### src/sv/dipi_pkg.sv
// ----------------------------------------------------------------------------
// dipi_pkg
// Shared types, widths, register indexes and reset values for the
// dual-channel incremental PI speed controller.
// ----------------------------------------------------------------------------
package dipi_pkg;

  localparam int CHANNELS_DEF       = 2;
  localparam int LOW_BATTERY_Q8_DEF = 1280;

  localparam int GAIN_W     = 16;
  localparam int LIM_W      = 15;
  localparam int LOWER_W    = 16;
  localparam int SPD_W      = 16;
  localparam int VOLT_W     = 12;
  localparam int ERR_W      = SPD_W + 1;
  localparam int DIFF_W     = ERR_W + 1;
  localparam int ACC_W      = 25;
  localparam int FRAC_W     = 8;
  localparam int PROD_P_W   = GAIN_W + 1 + DIFF_W;
  localparam int PROD_I_W   = GAIN_W + 1 + ERR_W;
  localparam int SUM_W      = 36;
  localparam int DRIVE_W    = 16;
  localparam int CFG_ADDR_W = 3;
  localparam int CFG_DATA_W = 16;
  localparam int IN_DATA_W  = 48;
  localparam int OUT_DATA_W = 16;

  localparam logic [GAIN_W-1:0]  KP_CHG_RST   = 16'd32000;
  localparam logic [GAIN_W-1:0]  KI_CHG_RST   = 16'd1920;
  localparam logic [GAIN_W-1:0]  KP_NRM_RST   = 16'd29440;
  localparam logic [GAIN_W-1:0]  KI_NRM_RST   = 16'd1536;
  localparam logic [LIM_W-1:0]   UL_LOW_RST   = 15'd9600;
  localparam logic [LIM_W-1:0]   UL_NRM_RST   = 15'd7000;
  localparam logic [LOWER_W-1:0] LOWER_RST    = 16'hDCD8;

  typedef enum logic [CFG_ADDR_W-1:0] {
    REG_KP_CHARGING   = 3'd0,
    REG_KI_CHARGING   = 3'd1,
    REG_KP_NORMAL     = 3'd2,
    REG_KI_NORMAL     = 3'd3,
    REG_UPPER_LOW_BAT = 3'd4,
    REG_UPPER_NORMAL  = 3'd5,
    REG_LOWER_LIMIT   = 3'd6
  } cfg_reg_t;

  typedef struct packed {
    logic [GAIN_W-1:0]         kp_charging;
    logic [GAIN_W-1:0]         ki_charging;
    logic [GAIN_W-1:0]         kp_normal;
    logic [GAIN_W-1:0]         ki_normal;
    logic [LIM_W-1:0]          upper_limit_low_battery;
    logic [LIM_W-1:0]          upper_limit_normal;
    logic signed [LOWER_W-1:0] lower_limit;
  } cfg_t;

endpackage

### src/sv/dipi_cfg.sv
// ----------------------------------------------------------------------------
// dipi_cfg
// Configuration register file: gains and clamp limits, write only.
// ----------------------------------------------------------------------------
module dipi_cfg (
  input  logic                           clk,
  input  logic                           rst,
  input  logic                           cfg_we,
  input  logic [dipi_pkg::CFG_ADDR_W-1:0] cfg_addr,
  input  logic [dipi_pkg::CFG_DATA_W-1:0] cfg_wdata,
  output dipi_pkg::cfg_t                 cfg
);
  import dipi_pkg::*;

  always_ff @(posedge clk) begin
    if (rst) begin
      cfg.kp_charging             <= KP_CHG_RST;
      cfg.ki_charging             <= KI_CHG_RST;
      cfg.kp_normal               <= KP_NRM_RST;
      cfg.ki_normal               <= KI_NRM_RST;
      cfg.upper_limit_low_battery <= UL_LOW_RST;
      cfg.upper_limit_normal      <= UL_NRM_RST;
      cfg.lower_limit             <= LOWER_RST;
    end else if (cfg_we) begin
      case (cfg_reg_t'(cfg_addr))
        REG_KP_CHARGING:   cfg.kp_charging             <= cfg_wdata[GAIN_W-1:0];
        REG_KI_CHARGING:   cfg.ki_charging             <= cfg_wdata[GAIN_W-1:0];
        REG_KP_NORMAL:     cfg.kp_normal               <= cfg_wdata[GAIN_W-1:0];
        REG_KI_NORMAL:     cfg.ki_normal               <= cfg_wdata[GAIN_W-1:0];
        REG_UPPER_LOW_BAT: cfg.upper_limit_low_battery <= cfg_wdata[LIM_W-1:0];
        REG_UPPER_NORMAL:  cfg.upper_limit_normal      <= cfg_wdata[LIM_W-1:0];
        REG_LOWER_LIMIT:   cfg.lower_limit             <= $signed(cfg_wdata[LOWER_W-1:0]);
        default: ;
      endcase
    end
  end

endmodule

### src/sv/dipi_core.sv
// ----------------------------------------------------------------------------
// dipi_core
// Per-channel PI state and the single-pass update: error, gain products,
// upper and lower clamp, truncation toward zero.
// ----------------------------------------------------------------------------
module dipi_core #(
  parameter int CHANNELS       = dipi_pkg::CHANNELS_DEF,
  parameter int LOW_BATTERY_Q8 = dipi_pkg::LOW_BATTERY_Q8_DEF
) (
  input  logic                                clk,
  input  logic                                rst,
  input  dipi_pkg::cfg_t                      cfg,
  input  logic                                update,
  input  logic                                channel,
  input  logic signed [dipi_pkg::SPD_W-1:0]   target_speed,
  input  logic signed [dipi_pkg::SPD_W-1:0]   measured_speed,
  input  logic                                charging_active,
  input  logic [dipi_pkg::VOLT_W-1:0]         battery_volts_q8,
  output logic signed [dipi_pkg::DRIVE_W-1:0] drive
);
  import dipi_pkg::*;

  localparam int CH_W = (CHANNELS > 1) ? $clog2(CHANNELS) : 1;
  localparam logic [VOLT_W-1:0] LOW_BAT = VOLT_W'(LOW_BATTERY_Q8);

  logic signed [ACC_W-1:0]    drive_accumulator [CHANNELS];
  logic signed [ERR_W-1:0]    previous_error    [CHANNELS];

  logic [CH_W-1:0]            idx;
  logic signed [ERR_W-1:0]    err;
  logic signed [DIFF_W-1:0]   diff;
  logic [GAIN_W-1:0]          kp;
  logic [GAIN_W-1:0]          ki;
  logic signed [PROD_P_W-1:0] prod_p;
  logic signed [PROD_I_W-1:0] prod_i;
  logic signed [SUM_W-1:0]    sum;
  logic [LIM_W-1:0]           upper;
  logic signed [SUM_W-1:0]    upper_q;
  logic signed [SUM_W-1:0]    lower_q;
  logic signed [SUM_W-1:0]    clamp_hi;
  logic signed [SUM_W-1:0]    clamp_lo;
  logic signed [ACC_W-1:0]    acc_next;
  logic signed [ACC_W-FRAC_W-1:0] quot;

  always_comb begin
    idx = (int'(channel) < CHANNELS) ? CH_W'(channel) : CH_W'(CHANNELS - 1);
    err  = ERR_W'(target_speed) - ERR_W'(measured_speed);
    diff = DIFF_W'(err) - DIFF_W'(previous_error[idx]);
    kp = charging_active ? cfg.kp_charging : cfg.kp_normal;
    ki = charging_active ? cfg.ki_charging : cfg.ki_normal;
    prod_p = $signed({1'b0, kp}) * diff;
    prod_i = $signed({1'b0, ki}) * err;
    sum = SUM_W'(drive_accumulator[idx]) + SUM_W'(prod_p) + SUM_W'(prod_i);

    upper   = (battery_volts_q8 <= LOW_BAT) ? cfg.upper_limit_low_battery
                                            : cfg.upper_limit_normal;
    upper_q = SUM_W'($signed({1'b0, upper, {FRAC_W{1'b0}}}));
    lower_q = SUM_W'($signed({cfg.lower_limit, {FRAC_W{1'b0}}}));

    clamp_hi = (sum > upper_q) ? upper_q : sum;
    clamp_lo = (clamp_hi < lower_q) ? lower_q : clamp_hi;
    acc_next = clamp_lo[ACC_W-1:0];

    quot = acc_next[ACC_W-1:FRAC_W];
    if (acc_next[ACC_W-1] && (|acc_next[FRAC_W-1:0])) begin
      quot = quot + (ACC_W-FRAC_W)'(1);
    end
    drive = quot[DRIVE_W-1:0];
  end

  always_ff @(posedge clk) begin
    if (rst) begin
      for (int i = 0; i < CHANNELS; i++) begin
        drive_accumulator[i] <= '0;
        previous_error[i]    <= '0;
      end
    end else if (update) begin
      drive_accumulator[idx] <= acc_next;
      previous_error[idx]    <= err;
    end
  end

endmodule

### src/sv/dual_incremental_pi_speed_core.sv
// ----------------------------------------------------------------------------
// dual_incremental_pi_speed_core
// Two-channel incremental PI motor speed controller with output clamp.
//
//   channel  dir  tdata (low bit up)                         tuser
//   s_*      in   target_speed[15:0] measured_speed[31:16]   channel
//                 charging_active[32] battery_volts_q8[44:33]
//                 zero[47:45]
//   m_*      out  drive[15:0]                                channel_res
//   cfg_*    in   write enable, register index, write data   -
//
// An accepted item passes one input register, then the PI update into the
// result register. One item per cycle while m_tready is high; the channel
// state read-modify-write fits in the single update stage, so back-to-back
// items on one channel are exact. Reset clears the state of all channels
// and loads default gains and limits. A stalled result holds the update
// stage; one more item is held in the input register before s_tready
// drops.
// ----------------------------------------------------------------------------
module dual_incremental_pi_speed_core #(
  parameter int CHANNELS       = dipi_pkg::CHANNELS_DEF,
  parameter int LOW_BATTERY_Q8 = dipi_pkg::LOW_BATTERY_Q8_DEF
) (
  input  logic                             clk,
  input  logic                             rst,
  input  logic                             s_tvalid,
  output logic                             s_tready,
  // target_speed, measured_speed, charging_active, battery_volts_q8, pad
  input  logic [dipi_pkg::IN_DATA_W-1:0]   s_tdata,
  // channel
  input  logic                             s_tuser,
  output logic                             m_tvalid,
  input  logic                             m_tready,
  // drive
  output logic [dipi_pkg::OUT_DATA_W-1:0]  m_tdata,
  // channel_res
  output logic                             m_tuser,
  input  logic                             cfg_we,
  input  logic [dipi_pkg::CFG_ADDR_W-1:0]  cfg_addr,
  input  logic [dipi_pkg::CFG_DATA_W-1:0]  cfg_wdata
);
  import dipi_pkg::*;

  cfg_t                     cfg;
  logic                     s1_valid;
  logic                     s1_channel;
  logic signed [SPD_W-1:0]  s1_target;
  logic signed [SPD_W-1:0]  s1_measured;
  logic                     s1_charging;
  logic [VOLT_W-1:0]        s1_volts;
  logic                     advance;
  logic                     update;
  logic signed [DRIVE_W-1:0] drive;

  assign advance  = !m_tvalid || m_tready;
  assign s_tready = !s1_valid || advance;
  assign update   = s1_valid && advance;

  dipi_cfg u_cfg (
    .clk      (clk),
    .rst      (rst),
    .cfg_we   (cfg_we),
    .cfg_addr (cfg_addr),
    .cfg_wdata(cfg_wdata),
    .cfg      (cfg)
  );

  dipi_core #(
    .CHANNELS      (CHANNELS),
    .LOW_BATTERY_Q8(LOW_BATTERY_Q8)
  ) u_core (
    .clk             (clk),
    .rst             (rst),
    .cfg             (cfg),
    .update          (update),
    .channel         (s1_channel),
    .target_speed    (s1_target),
    .measured_speed  (s1_measured),
    .charging_active (s1_charging),
    .battery_volts_q8(s1_volts),
    .drive           (drive)
  );

  always_ff @(posedge clk) begin
    if (rst) begin
      s1_valid <= 1'b0;
      m_tvalid <= 1'b0;
    end else begin
      if (s_tready) begin
        s1_valid <= s_tvalid;
      end
      if (advance) begin
        m_tvalid <= s1_valid;
      end
    end
  end

  always_ff @(posedge clk) begin
    if (s_tvalid && s_tready) begin
      s1_channel  <= s_tuser;
      s1_target   <= $signed(s_tdata[SPD_W-1:0]);
      s1_measured <= $signed(s_tdata[2*SPD_W-1:SPD_W]);
      s1_charging <= s_tdata[2*SPD_W];
      s1_volts    <= s_tdata[2*SPD_W+VOLT_W:2*SPD_W+1];
    end
    if (update) begin
      m_tdata <= OUT_DATA_W'(drive);
      m_tuser <= s1_channel;
    end
  end

endmodule

### config.mk
export PLATFORM = sky130hd
export DESIGN_NAME = dual_incremental_pi_speed_core
export DESIGN_NICKNAME = d
export VERILOG_FILES = /design/src/sv/dipi_pkg.sv /design/src/sv/dipi_cfg.sv /design/src/sv/dipi_core.sv /design/src/sv/dual_incremental_pi_speed_core.sv
export SDC_FILE = /design/constraint.sdc
export NUM_CORES = 2
export LEC_CHECK = 0
export ABC_AREA = 1
export BUFFER_PORTS_ARGS = -buffer_cell sky130_fd_sc_hd__buf_2
export CORE_ASPECT_RATIO = 0.7
export CORE_MARGIN = 5
export CORE_UTILIZATION = 59
export DETAILED_ROUTE_END_ITERATION = 10
export GPL_TIMING_DRIVEN = 0
export MAX_ROUTING_LAYER = met4
export PLACE_DENSITY_LB_ADDON = 0.3
export SYNTH_ARGS = -nofsm -noshare
export SYNTH_HDL_FRONTEND = slang
export SYNTH_HIERARCHICAL = 1
export SYNTH_SLANG_ARGS = --single-unit
### constraint.sdc
create_clock -name clk -period 15.2 [get_ports clk]
set_input_delay 3.04 -clock clk [delete_from_list [all_inputs] [get_ports clk]]
set_output_delay 3.04 -clock clk [all_outputs]
set_load 0.02 [all_outputs]
==> summary.md <==
| Metric | Value |
|---|---|
| Layout cells sized above 1 | `0.120` |
| GRT Overall Usage | `0.339` |
| DRC Markers | `0` |
| CP max-delay cell | `fa_1` |
| Startpoint types | `flop` |
| Worst skew pair latency | `0.54 ns` |
| Max-slew violations | `0` |
| Maximum clock frequency | `67.8 MHz` |
| Number of synthesized flops with an enable pin | `147` |
| Vias per inst | `~5.4` |
| Initial core utilization | `0.593` |
| Synth cell types | `50` |
| Row cnt | `76` |
| Die Y-Extent | `218 um` |
| Max Fanout on Critical Path | `10` |
| Routability cong. | `0.990` |
| Nets@finish | `5,578` |
| Hold Vio Cnt, Final | `0` |
| # diodes | `0` |
| Post-synthesis sequential area ratio | `0.183` |
| H-tree depth | `1` |
| First-pass iteration count of the detailed router | `6` |
| Clk buf depth | `3` |
| Top-area cell type share of the netlist area | `0.339` |
| First-pass GRT wire length | `168,000 um` |
| Initial DRC count | `approximately 3.3k` |
| Min Clock Period, post-route | `14.74 ns` |
| Hold_ws | `roughly 0.46 ns` |
| Dpl hpwl | `a little over 90,000 um` |
| FF+latch count, synth | `259` |
| CTS root buf | `clkbuf_16` |
| Wire per inst | `between 20 and 25 um` |
| Hold_buf cts | `0` |
| Total gr overflow | `0` |
| Worst endpoint required time | `15.49 ns` |
| Fin crit share | `0.970` |
| Yosys top cell by area | `fa_1` |
| Synth top cells by count | `1,013 x inv_1, 901 x nand2_1, 616 x fa_1` |
| Die W | `307 um` |
| Failing checks | `max-capacitance violations` |
| Synth Net Count | `5,390` |
| CP Data Arrival Time | `15.03 ns` |
| Outcome | `complete, but fails checks` |
| Syn Inst Count | `4,421` |
| Area Overhead vs Synth | `10.9%` |
| Synth Cell Area | `about 36,000 um^2` |
| Core area | `approximately 61,000 um^2` |
| Crit-path most repeated cell | `nand2_1` |
| Fraction of registers with async set/reset | `0` |
| Top cells by area, synth | `fa_1 34%, edfxtp_1 12%, inv_1 10%, ha_1 9.6%, nand2_1 9.3%` |
| Final core utilization | `0.658` |
| Largest net degree at the start of global routing | `47` |
| Vias in the first global route | `roughly 29k` |
| CTS tree | `done` |
| Clk pin slew, worst setup/hold paths | `0.07 ns` |
| Critical Setup Path Class | `reg2reg` |
| Initial antenna violation count | `2` |
| Die ar. | `66,700 um^2` |
| Worst Setup End Kind | `flop` |
| Top-count cell post-synth | `inv_1` |
| Ys Warns | `6` |
| Remaining antenna violation count | `0` |
| Main flop type after synthesis | `edfxtp_1` |
| Worst Hold Class | `reg2reg` |
| CTS sink cnt | `between 200 and 300` |
| I/O pin count | `92` |
| Detailed Route WL | `about 110,000 um` |
| Max stage delay on crit path | `0.54 ns` |
| Syn avg cell area | `8.22 um^2` |
| PortBufs | `88` |
| Clk_skew | `0.0163 ns` |
| Slew margin rel. | `0.00412` |
| Num CTS Buffers | `24` |
| Max_cap viols | `1` |
| Pin slew with the least headroom to its limit | `1.48 ns` |
| Via count | `29.5k` |
| # setup viols final | `0` |
[what timing repair did]
| action | 4_1_cts | 5_1_grt |
|---|---|---|
| buffers inserted | 20 | 58 |
| setup endpoints to repair | 66 | 66 |
| pin swaps | 3 | 50 |
| gates cloned | 0 | 0 |
| gates resized for setup | 69 | 175 |
[cells in the final DEF (no fill, tap or decap), types with 25 or more instances in the layout]
cell type and n:
o21ai_1 27, nand2_1 858, ha_1 262, fa_1 614
mux2i_1 32, edfxtp_1 147, nand2_2 64, o21ai_0 31
buf_4 95, a21oi_1 48, nor2_1 603, nand3_1 175
inv_1 993, buf_2 106, clkbuf_16 25, or2_2 35
dfxtp_1 112, clkbuf_1 66
[state kept, by name (all words and copies together) (netlist names), 12 cells and up]
register / flops
s1_volts: 12
s1_target: 16
u_cfg/cfg: 110
s1_measured: 16
u_core/drive_accumulator: 50
u_core/previous_error: 34
m_tdata: 16
[cell families (layout without fill, tap and decap cells)]
logic type | Yosys count | in the layout | synth area share
compound gates | 170 | 170 | 0.0265
xor+xnor | 46 | 46 | 0.0111
fa+ha+maj | 896 | 896 | 0.436
buf+inv | 1171 | 1377 | 0.124
flops | 259 | 259 | 0.183
mux | 32 | 32 | 0.00881
simple gates | 1847 | 1847 | 0.211
[routing by layer]
metal  vias to the layer above  share of wire  track usage
met2                      1540           0.42        0.482
met5                         -              0            -
met3                       180           0.14        0.111
met1                     14400           0.42        0.483
met4                         0          0.027       0.0672
li1                      13500              -            -
[stage by stage]
| stage | area [um^2] | cells | setup TNS, ns | worst slack [ns] |
|---|---|---|---|---|
| after CTS | 39100 | 5389 | 0 | 0.00171 |
| final | 40300 | 5446 | 0 | 0.459 |
| after floorplan | 36300 | 4421 | 0 | 0.847 |
| after global routing | 40300 | 5446 | -2.20 | -0.314 |
| after global placement | 37800 | 5328 | -130.53 | -2.57 |
| after detailed placement | 38000 | 5342 | -147.43 | -2.84 |
[cell type report]
cell class | instances | area, um^2
Buffer | 107 | 578
Clock buffer | 31 | 668
Clock inverter | 13 | 134
Fill cell | 5244 | 20900
Inverter | 1046 | 4000
Multi-Input combinational cell | 2991 | 26000
Sequential cell | 259 | 6660
Tap cell | 819 | 1020
Timing Repair Buffer | 180 | 1210
[worst paths after layout]
check | startpoint | endpoint | slack (ns) | cells past startpoint
worst max register to register | s1_target[2] | m_tdata[8] | 0.46 | 81
worst max-delay path | s1_target[2] | m_tdata[8] | 0.46 | 81
worst min register to register | u_cfg/cfg[12] | u_cfg/cfg[12] | 0.46 | 2
worst min-delay path | u_cfg/cfg[12] | u_cfg/cfg[12] | 0.46 | 2
[critical path: cells and delay by family, from the launching register on]
family                   cells  cell delay (ns)
AO/OA/AOI/OAI               15             2.40
XOR/XNOR                     2             0.38
buffers and inverters       11             1.03
flip-flops                   1             0.42
adder cells (fa/ha/maj)     14             5.68
AND/OR/NAND/NOR             39             4.50
Power is left out: the tool's default activity adds up to more than one toggle a clock period on the data nets, which glitch-free logic cannot reach.
